$ cat config.mk
export PLATFORM = sky130hd
export DESIGN_NAME = chunked_body_decoder_top_flat
export DESIGN_NICKNAME = d
export VERILOG_FILES = /design/src/sv/cbd_pkg.sv /design/src/sv/cbd_if.sv /design/src/sv/cbd_parser.sv /design/src/sv/chunked_body_decoder_top.sv /design/src/flat_wrapper.sv
export SDC_FILE = /design/constraint.sdc
export NUM_CORES = 1
export LEC_CHECK = 0
export BUFFER_PORTS_ARGS = -buffer_cell sky130_fd_sc_hd__clkbuf_2
export CAP_MARGIN = 10
export CORE_ASPECT_RATIO = 2
export CORE_MARGIN = 8
export CORE_UTILIZATION = 50
export CTS_CLUSTER_SIZE = 40
export DETAILED_ROUTE_END_ITERATION = 12
export GPL_ROUTABILITY_DRIVEN = 0
export PLACE_DENSITY = 0.67
export REMOVE_ABC_BUFFERS = 1
export SLEW_MARGIN = 20
export SYNTH_ARGS = -nofsm -noshare
export SYNTH_HDL_FRONTEND = slang
export SYNTH_HIERARCHICAL = 1
export SYNTH_SLANG_ARGS = --single-unit
$ cat constraint.sdc
create_clock -name clk_i -period 7.8 [get_ports clk_i]
set_input_delay 1.56 -clock clk_i [delete_from_list [all_inputs] [get_ports clk_i]]
set_output_delay 1.56 -clock clk_i [all_outputs]
set_load 0.02 [all_outputs]
$ cat src/sv/cbd_pkg.sv
// Package for the chunked body decoder: phase and number-parse codes,
// result kinds, byte constants and character-class helpers.
// Depends on nothing; the parser, the top level and the checker import it.
`timescale 1ns / 1ps
`default_nettype none

package cbd_pkg;

  localparam int unsigned LINE_LIMIT_DEF = 63;
  localparam int unsigned SIZE_BITS_DEF  = 32;

  localparam logic [7:0] CH_CR = 8'h0D;
  localparam logic [7:0] CH_LF = 8'h0A;

  typedef enum logic [2:0] {
    PH_LINE = 3'd0,
    PH_DATA = 3'd1,
    PH_TCR  = 3'd2,
    PH_TLF  = 3'd3,
    PH_DONE = 3'd4
  } phase_e;

  typedef enum logic [2:0] {
    DS_START  = 3'd0,
    DS_ZERO   = 3'd1,
    DS_XSEEN  = 3'd2,
    DS_DIGITS = 3'd3,
    DS_OK     = 3'd4,
    DS_FAIL   = 3'd5
  } digit_e;

  typedef enum logic [1:0] {
    KIND_DATA = 2'd0,
    KIND_END  = 2'd1,
    KIND_ERR  = 2'd2
  } kind_e;

  typedef struct packed {
    logic [7:0] payload_byte;
    kind_e      kind;
    logic       chunk_last;
  } result_t;

  function automatic logic is_dec(input logic [7:0] c);
    return (c >= 8'h30) && (c <= 8'h39);
  endfunction

  function automatic logic is_lower(input logic [7:0] c);
    return (c >= 8'h61) && (c <= 8'h7A);
  endfunction

  function automatic logic is_upper(input logic [7:0] c);
    return (c >= 8'h41) && (c <= 8'h5A);
  endfunction

  function automatic logic is_alnum(input logic [7:0] c);
    return is_dec(c) || is_lower(c) || is_upper(c);
  endfunction

  function automatic logic is_hex(input logic [7:0] c);
    return is_dec(c) || ((c >= 8'h61) && (c <= 8'h66)) || ((c >= 8'h41) && (c <= 8'h46));
  endfunction

  // Only meaningful when is_hex() holds.
  function automatic logic [3:0] hex_val(input logic [7:0] c);
    logic [7:0] v;
    if (is_dec(c)) begin
      v = c - 8'h30;
    end else if (is_lower(c)) begin
      v = c - 8'h57;
    end else begin
      v = c - 8'h37;
    end
    return v[3:0];
  endfunction

endpackage

`default_nettype wire

$ cat src/sv/cbd_if.sv
// Valid/ready channel interfaces of the chunked body decoder: one for the
// incoming byte stream and one for the decoded results.
// Depends on nothing.
`timescale 1ns / 1ps
`default_nettype none

interface cbd_in_if;
  logic       valid;
  logic       ready;
  logic       action;
  logic [7:0] in_byte;

  modport source (output valid, output action, output in_byte, input ready);
  modport sink   (input valid, input action, input in_byte, output ready);
endinterface

interface cbd_out_if;
  logic       valid;
  logic       ready;
  logic [7:0] payload_byte;
  logic [1:0] kind;
  logic       chunk_last;

  modport source (output valid, output payload_byte, output kind, output chunk_last,
                  input ready);
  modport sink   (input valid, input payload_byte, input kind, input chunk_last,
                  output ready);
endinterface

`default_nettype wire

$ cat src/sv/cbd_parser.sv
// Per-byte parser of the chunked body decoder: holds the decode state and
// works out the result and next state of one byte combinationally.
// Depends on cbd_pkg.
`timescale 1ns / 1ps
`default_nettype none

module cbd_parser
  import cbd_pkg::*;
#(
  parameter int unsigned LINE_LIMIT = LINE_LIMIT_DEF,
  parameter int unsigned SIZE_BITS  = SIZE_BITS_DEF
) (
  input  wire logic       clk_i,
  input  wire logic       rst_ni,
  input  wire logic       step_i,
  input  wire logic       action_i,
  input  wire logic [7:0] byte_i,
  output      logic       emit_o,
  output      result_t    result_o
);

  localparam int unsigned LcW = $clog2(LINE_LIMIT);

  phase_e                 phase_q, phase_d;
  digit_e                 digit_q, digit_d;
  logic [LcW-1:0]         count_q, count_d;
  logic                   prev_cr_q, prev_cr_d;
  logic [SIZE_BITS-1:0]   size_q, size_d;
  logic [SIZE_BITS-1:0]   left_q, left_d;

  logic                   cr_ok, lf_end, alnum, hex, count_hit, sat;
  logic [3:0]             hval;
  logic [SIZE_BITS-1:0]   acc;

  assign cr_ok     = (byte_i == CH_CR) && (count_q != '0) && !prev_cr_q;
  assign lf_end    = (byte_i == CH_LF) && prev_cr_q;
  assign alnum     = is_alnum(byte_i);
  assign hex       = is_hex(byte_i);
  assign hval      = hex_val(byte_i);
  assign count_hit = (count_q == LcW'(LINE_LIMIT - 1));

  // Appending a digit overflows exactly when the top nibble is already non-zero.
  assign sat = |size_q[SIZE_BITS-1 -: 4];
  assign acc = sat ? '1 : {size_q[SIZE_BITS-5:0], hval};

  // Next state.
  always_comb begin
    phase_d   = phase_q;
    digit_d   = digit_q;
    count_d   = count_q;
    prev_cr_d = prev_cr_q;
    size_d    = size_q;
    left_d    = left_q;
    if (action_i) begin
      phase_d   = PH_LINE;
      digit_d   = DS_START;
      count_d   = '0;
      prev_cr_d = 1'b0;
      size_d    = '0;
      left_d    = '0;
    end else begin
      unique case (phase_q)
        PH_LINE: begin
          if (cr_ok) begin
            if (digit_q == DS_ZERO || digit_q == DS_DIGITS) begin
              digit_d = DS_OK;
            end else if (digit_q != DS_OK) begin
              digit_d = DS_FAIL;
            end
            prev_cr_d = 1'b1;
            count_d   = count_q + 1'b1;
            if (count_hit) phase_d = PH_DONE;
          end else if (lf_end) begin
            if (digit_q != DS_OK || size_q == '0) begin
              phase_d = PH_DONE;
            end else begin
              left_d    = size_q;
              phase_d   = PH_DATA;
              digit_d   = DS_START;
              count_d   = '0;
              prev_cr_d = 1'b0;
              size_d    = '0;
            end
          end else if (!alnum) begin
            phase_d = PH_DONE;
          end else begin
            unique case (digit_q)
              DS_START: begin
                if (!hex) begin
                  digit_d = DS_FAIL;
                end else begin
                  size_d  = SIZE_BITS'(hval);
                  digit_d = (byte_i == 8'h30) ? DS_ZERO : DS_DIGITS;
                end
              end
              DS_ZERO: begin
                if (hex) begin
                  size_d  = acc;
                  digit_d = DS_DIGITS;
                end else if (byte_i == 8'h78 || byte_i == 8'h58) begin
                  digit_d = DS_XSEEN;
                end else begin
                  digit_d = DS_FAIL;
                end
              end
              DS_XSEEN, DS_DIGITS: begin
                if (hex) begin
                  size_d  = acc;
                  digit_d = DS_DIGITS;
                end else begin
                  digit_d = DS_FAIL;
                end
              end
              default: ;
            endcase
            prev_cr_d = 1'b0;
            count_d   = count_q + 1'b1;
            if (count_hit) phase_d = PH_DONE;
          end
        end
        PH_DATA: begin
          left_d = left_q - 1'b1;
          if (left_q == SIZE_BITS'(1)) phase_d = PH_TCR;
        end
        PH_TCR:  phase_d = (byte_i == CH_CR) ? PH_TLF : PH_DONE;
        PH_TLF: begin
          if (byte_i == CH_LF) begin
            phase_d   = PH_LINE;
            digit_d   = DS_START;
            count_d   = '0;
            prev_cr_d = 1'b0;
            size_d    = '0;
          end else begin
            phase_d = PH_DONE;
          end
        end
        default: ;
      endcase
    end
  end

  // Result of the current byte.
  always_comb begin
    emit_o                = 1'b0;
    result_o.payload_byte = 8'h00;
    result_o.kind         = KIND_ERR;
    result_o.chunk_last   = 1'b0;
    if (!action_i) begin
      unique case (phase_q)
        PH_LINE: begin
          if (cr_ok) begin
            emit_o = count_hit;
          end else if (lf_end) begin
            if (digit_q != DS_OK) begin
              emit_o = 1'b1;
            end else if (size_q == '0) begin
              emit_o        = 1'b1;
              result_o.kind = KIND_END;
            end
          end else if (!alnum) begin
            emit_o = 1'b1;
          end else begin
            emit_o = count_hit;
          end
        end
        PH_DATA: begin
          emit_o                = 1'b1;
          result_o.kind         = KIND_DATA;
          result_o.payload_byte = byte_i;
          result_o.chunk_last   = (left_q == SIZE_BITS'(1));
        end
        PH_TCR:  emit_o = (byte_i != CH_CR);
        PH_TLF:  emit_o = (byte_i != CH_LF);
        default: ;
      endcase
    end
  end

  always_ff @(posedge clk_i or negedge rst_ni) begin
    if (!rst_ni) begin
      phase_q   <= PH_LINE;
      digit_q   <= DS_START;
      count_q   <= '0;
      prev_cr_q <= 1'b0;
      size_q    <= '0;
      left_q    <= '0;
    end else if (step_i) begin
      phase_q   <= phase_d;
      digit_q   <= digit_d;
      count_q   <= count_d;
      prev_cr_q <= prev_cr_d;
      size_q    <= size_d;
      left_q    <= left_d;
    end
  end

endmodule

`default_nettype wire

$ cat src/sv/chunked_body_decoder_top.sv
// Chunked body decoder, top level: input register, per-byte parser and
// result register with valid/ready handshakes on both sides.
// Depends on cbd_pkg, cbd_if and cbd_parser.
//
// Usage:
//   in_i carries one transaction per received byte (action = 0) or a start
//   command (action = 1) that returns the decoder to the start of a new body.
//   out_o carries decoded payload bytes (kind 0, chunk_last on the last byte
//   of each chunk), one end-of-body result (kind 1) or one protocol error
//   (kind 2). After an end or an error all bytes are dropped until a start.
//   Path: an accepted transaction waits in the input register; when it is
//   parsed, its result is captured in the result register and presented
//   on out_o from then on.
//   Throughput: one byte per cycle while no stall holds the input register;
//   the parser's state update lies between the input and result registers.
//   Stalls: a result waiting on out_o does not block the byte in the input
//   register unless that byte also produces a result; in that case the input
//   register holds and in_i.ready drops until out_o.ready frees the slot.
//   Reset: rst_ni is asynchronous and active low; it empties both registers
//   and puts the parser at the start of a size line, as after a start.
`timescale 1ns / 1ps
`default_nettype none

module chunked_body_decoder_top
  import cbd_pkg::*;
#(
  parameter int unsigned LINE_LIMIT = LINE_LIMIT_DEF,
  parameter int unsigned SIZE_BITS  = SIZE_BITS_DEF
) (
  input  wire logic  clk_i,
  input  wire logic  rst_ni,
  cbd_in_if.sink     in_i,
  cbd_out_if.source  out_o
);

  logic       in_valid_q, in_valid_d;
  logic       in_action_q;
  logic [7:0] in_byte_q;
  logic       out_valid_q, out_valid_d;
  result_t    out_q;

  logic       in_take, out_free, step, emit;
  result_t    result;

  assign out_free   = !out_valid_q || out_o.ready;
  assign step       = in_valid_q && (!emit || out_free);
  assign in_i.ready = !in_valid_q || step;
  assign in_take    = in_i.valid && in_i.ready;

  cbd_parser #(
    .LINE_LIMIT (LINE_LIMIT),
    .SIZE_BITS  (SIZE_BITS)
  ) u_parser (
    .clk_i    (clk_i),
    .rst_ni   (rst_ni),
    .step_i   (step),
    .action_i (in_action_q),
    .byte_i   (in_byte_q),
    .emit_o   (emit),
    .result_o (result)
  );

  always_comb begin
    in_valid_d = in_valid_q;
    if (in_take) begin
      in_valid_d = 1'b1;
    end else if (step) begin
      in_valid_d = 1'b0;
    end
  end

  always_comb begin
    out_valid_d = out_valid_q;
    if (step && emit) begin
      out_valid_d = 1'b1;
    end else if (out_o.ready) begin
      out_valid_d = 1'b0;
    end
  end

  always_ff @(posedge clk_i or negedge rst_ni) begin
    if (!rst_ni) begin
      in_valid_q  <= 1'b0;
      out_valid_q <= 1'b0;
    end else begin
      in_valid_q  <= in_valid_d;
      out_valid_q <= out_valid_d;
    end
  end

  always_ff @(posedge clk_i) begin
    if (in_take) begin
      in_action_q <= in_i.action;
      in_byte_q   <= in_i.in_byte;
    end
    if (step && emit) begin
      out_q <= result;
    end
  end

  assign out_o.valid        = out_valid_q;
  assign out_o.payload_byte = out_q.payload_byte;
  assign out_o.kind         = out_q.kind;
  assign out_o.chunk_last   = out_q.chunk_last;

endmodule

`default_nettype wire

$ cat src/flat_wrapper.sv
// flat-port wrapper written by rule: the top's interface ports become plain ports
module chunked_body_decoder_top_flat import cbd_pkg::*;
#(
  parameter int unsigned LINE_LIMIT = LINE_LIMIT_DEF,
  parameter int unsigned SIZE_BITS  = SIZE_BITS_DEF
)
  (clk_i, rst_ni, in_i_valid, in_i_action, in_i_in_byte, in_i_ready, out_o_valid, out_o_payload_byte, out_o_kind, out_o_chunk_last, out_o_ready);
  cbd_in_if in_i_i ();
  cbd_out_if out_o_i ();
  input  wire logic clk_i;
  input  wire logic rst_ni;
  input wire logic [$bits(in_i_i.valid)-1:0] in_i_valid;
  input wire logic [$bits(in_i_i.action)-1:0] in_i_action;
  input wire logic [$bits(in_i_i.in_byte)-1:0] in_i_in_byte;
  output wire logic [$bits(in_i_i.ready)-1:0] in_i_ready;
  output wire logic [$bits(out_o_i.valid)-1:0] out_o_valid;
  output wire logic [$bits(out_o_i.payload_byte)-1:0] out_o_payload_byte;
  output wire logic [$bits(out_o_i.kind)-1:0] out_o_kind;
  output wire logic [$bits(out_o_i.chunk_last)-1:0] out_o_chunk_last;
  input wire logic [$bits(out_o_i.ready)-1:0] out_o_ready;
  assign in_i_i.valid = in_i_valid;
  assign in_i_i.action = in_i_action;
  assign in_i_i.in_byte = in_i_in_byte;
  assign in_i_ready = in_i_i.ready;
  assign out_o_valid = out_o_i.valid;
  assign out_o_payload_byte = out_o_i.payload_byte;
  assign out_o_kind = out_o_i.kind;
  assign out_o_chunk_last = out_o_i.chunk_last;
  assign out_o_i.ready = out_o_ready;
  chunked_body_decoder_top #(.LINE_LIMIT(LINE_LIMIT), .SIZE_BITS(SIZE_BITS)) u_core (.clk_i(clk_i), .rst_ni(rst_ni), .in_i(in_i_i), .out_o(out_o_i));
endmodule
==> results.py <==
metrics = {
    "synthesis": {
        "ys_types": 71,
        "avgSynthCellArea_um2": 9.20,
        "yosysWarnings": 6,
        "yosysSeqAreaShare_pct": 45.0,
        "netlist_area_um2": 5730,
        "synth-main-ff-cell": "dfrtp_1",
        "ys_async_sr_fraction_pct": 79.8,
        "syn_inst": 623,
        "synth_edf_count": 20,
        "ys_ff_latch": 99,
    },
    "pwr": {
        "leakagePower_uw": 0.00270,
        "vdd_drop_max_mv": 0.230,
        "powerDensity_nw_per_um2": 248,
        "power.total_uw": 1540,
    },
    "timing": {
        "tightest_slew_ns": 1.07,
        "period_needed_ns": 5.19,
        "clock_skew_ns": 0.00835,
        "fmax_ghz": 0.193,
        "drv_slew": 0,
        "fin_tns_setup_ns": 0,
        "slew_headroom_pct": 28.4,
        "fin_crit_sh_pct": 66.6,
        "setup_viol": 0,
        "hold_violations": 0,
        "rsz0062_at_grt": "no",
    },
    "layout": {
        "layout_commonest_cell": "o21ai_0",
        "drive_gt1_share_pct": 11.0,
        "num_antenna_cells": 0,
        "final_cells": 770,
        "n_fill_cell": 996,
        "nets": 645,
        "utilization_pct": 55.5,
        "area_growth_pct": 8.62,
        "final_cell_mix": "98 x o21ai_0, 79 x dfrtp_1, 62 x nor2_1",
    },
    "clock_tree": {
        "cts_tree": "done",
        "cts_made_buffers": 9,
        "clock_latency_ns": 0.34,
        "clk_pin_slew_ns": 0.07,
        "postCtsSetupBuffers": 0,
        "holdBufCountCts": 0,
        "clock_tree.buffer_depth": 2,
        "cts_resized": 0,
        "htree_levels": 3,
        "cts.sinks": 99,
        "root_buffer": "clkbuf_16",
    },
    "run_status": {
        "run_status": "finished, final reports clean",
    },
    "place": {
        "place_inst": 754,
        "dp_hpwl_um": 11200,
        "portBuffers": 25,
    },
    "critical_path": {
        "crit_path_end_kind": "flop",
        "crit_arrival_ns": 5.38,
        "crit_fanout": 34,
        "critPathLaunchType": "flop",
        "path_class": "reg2reg",
        "required_ns": 7.99,
    },
    "detailed_routing": {
        "drtIter0Drc": 360,
        "firstDrtPassIters": 6,
        "wirelength_um": 15600,
        "routedWlPerCell_um": 20.3,
        "vias": 4921,
        "vias_per_cell": 6.39,
        "drt_drc_violations_left": 0,
        "drtAntennaViolNets": 0,
    },
    "floorplanning": {
        "io_pins": 26,
        "dieWidth_um": 91.7,
        "dieArea_um2": 15400,
        "rows": 55,
        "core_um2": 11200,
        "dieHeight_um": 167,
        "floorplan.initialDensity_pct": 51.1,
    },
    "grt": {
        "grt_pass1_vias": 4896,
        "grt_max_degree": 80,
        "grt_usage_pct": 20.5,
        "grt_pass1_wl_um": 25100,
        "antenna_found_initial": 0,
        "overflow": 0,
    },
    "min_path": {
        "hold_class": "reg2reg",
    },
    "flow_run": {
        "maxCapViolations": 0,
    },
}
==> cell type report <==
type | instances | area, um^2 | area share (%)
inverter | 45 | 169 | 2.71
timing repair buffer | 28 | 154 | 2.47
multi-input combinational | 440 | 2810 | 45.1
clock inverter | 6 | 113 | 1.81
tap | 142 | 178 | 2.85
sequential | 99 | 2580 | 41.4
clock buffer | 10 | 229 | 3.68
==> critical path, cell delays in order (launching register included) <==
cell and delay, ns:
dfrtp_1 0.42, inv_1 0.10, ha_1 0.14, or4b_2 0.58
o211ai_1 0.40, nand2b_1 0.09, o21ai_0 0.43, nand3_1 0.14
a311oi_1 0.59, a21boi_1 0.28, o21ai_0 0.18, o21a_1 0.88
or2_2 0.61, o21ai_0 0.20
==> power by group <==
part	switching [uW]	internal, uW	total (uW)
Sequential	69.5	571	640
Clock	198	315	513
Combinational	267	124	391
==> kinds of logic (layout without fill, tap and decap cells) <==
family | count (synthesis) | in the layout | share of synthesized area (%)
AO/OA/AOI/OAI | 203 | 203 | 21.5
buffers and inverters | 84 | 89 | 6.35
AND/OR/NAND/NOR | 190 | 190 | 18.5
multiplexers | 35 | 35 | 6.24
flip-flops | 99 | 99 | 45.0
XOR/XNOR | 3 | 3 | 0.458
adder cells (fa/ha/maj) | 9 | 9 | 1.96
==> sequential cells by signal (all words and copies together), names as in the netlist <==
signal,count
u_core/u_parser/left_q,32
u_core/u_parser/size_q,32
u_core/in_byte_q,8
u_core/out_o.payload_byte,8
u_core/u_parser/count_q,6
u_core/u_parser/digit_q,3
u_core/u_parser/phase_q,3
u_core/out_o.kind,2
u_core/in_action_q,1
u_core/in_valid_q,1
u_core/out_o.chunk_last,1
u_core/out_o.valid,1
u_core/u_parser/prev_cr_q,1
==> Yosys cell counts (3+ instances only) <==
cell type  count  share of area [%]
dfrtp_1       79                 34
a32oi_1        3               0.46
nand3_1        6               0.52
mux2_2         4               0.79
a21oi_1       37                3.2
edfxtp_1      20                 10
nand2b_1       9               0.98
and2_1         3               0.33
nand3b_1       3               0.39
a211o_1        3               0.46
nor2_1        62                4.1
o41ai_1        3               0.46
o21ai_0       98                8.6
a21o_1         3               0.39
nor3_2         3               0.52
mux2i_1       29                5.1
nand4_1        6               0.65
nor4_1        19                2.1
nand2_1       18                1.2
a31oi_1       17                1.9
nor2b_1        9               0.98
clkbuf_1      31                2.0
and3_1         9               0.98
a41o_1         3               0.52
or3_1          3               0.33
or4_4          3               0.59
ha_1           9                2.0
xnor2_1        3               0.46
inv_1         45                2.9
buf_6          3               0.59
or4_1          6               0.79
o31ai_1       11                1.4
nor3_1        15                1.3
==> metrics by stage <==
step | setup slack [ns] | cell area (um^2) | hold WS [ns]
floorplan | 3.23 | 5540 | 0.461
global placement | 2.90 | 5870 | 0.480
detailed placement | 2.67 | 5870 | 0.504
CTS | 2.61 | 6210 | 0.520
global route | 2.11 | 6230 | 0.534
finish | 2.61 | 6230 | 0.519
==> per-layer routing <==
metal | GRT usage (%) | share of wire, % | up-vias
li1 | - | - | 2275
met1 | 20.5 | 36 | 2418
met2 | 37.6 | 55 | 170
met3 | 2.46 | 3.2 | 58
met4 | 14.9 | 6.6 | 0
met5 | 0 | 0 | -
==> final timing paths <==
kind | start | endpoint | slack [ns] | cells past startpoint
max | u_core/u_parser/count_q[0]$_DFFE_PN0P_ | u_core/u_parser/left_q[28]$_DFFE_PN0P_ | 2.61 | 13
min | u_core/u_parser/count_q[5]$_DFFE_PN0P_ | u_core/u_parser/count_q[5]$_DFFE_PN0P_ | 0.52 | 1
max reg2reg | u_core/u_parser/count_q[0]$_DFFE_PN0P_ | u_core/u_parser/left_q[28]$_DFFE_PN0P_ | 2.61 | 13
min reg2reg | u_core/u_parser/count_q[5]$_DFFE_PN0P_ | u_core/u_parser/count_q[5]$_DFFE_PN0P_ | 0.52 | 1
max in group asynchronous | rst_ni | u_core/out_o.valid$_DFFE_PN0P_ | 6.03 | 1
min in group asynchronous | rst_ni | u_core/u_parser/left_q[12]$_DFFE_PN0P_ | 1.24 | 1
Note: power is estimated with default switching activity, not from simulation.
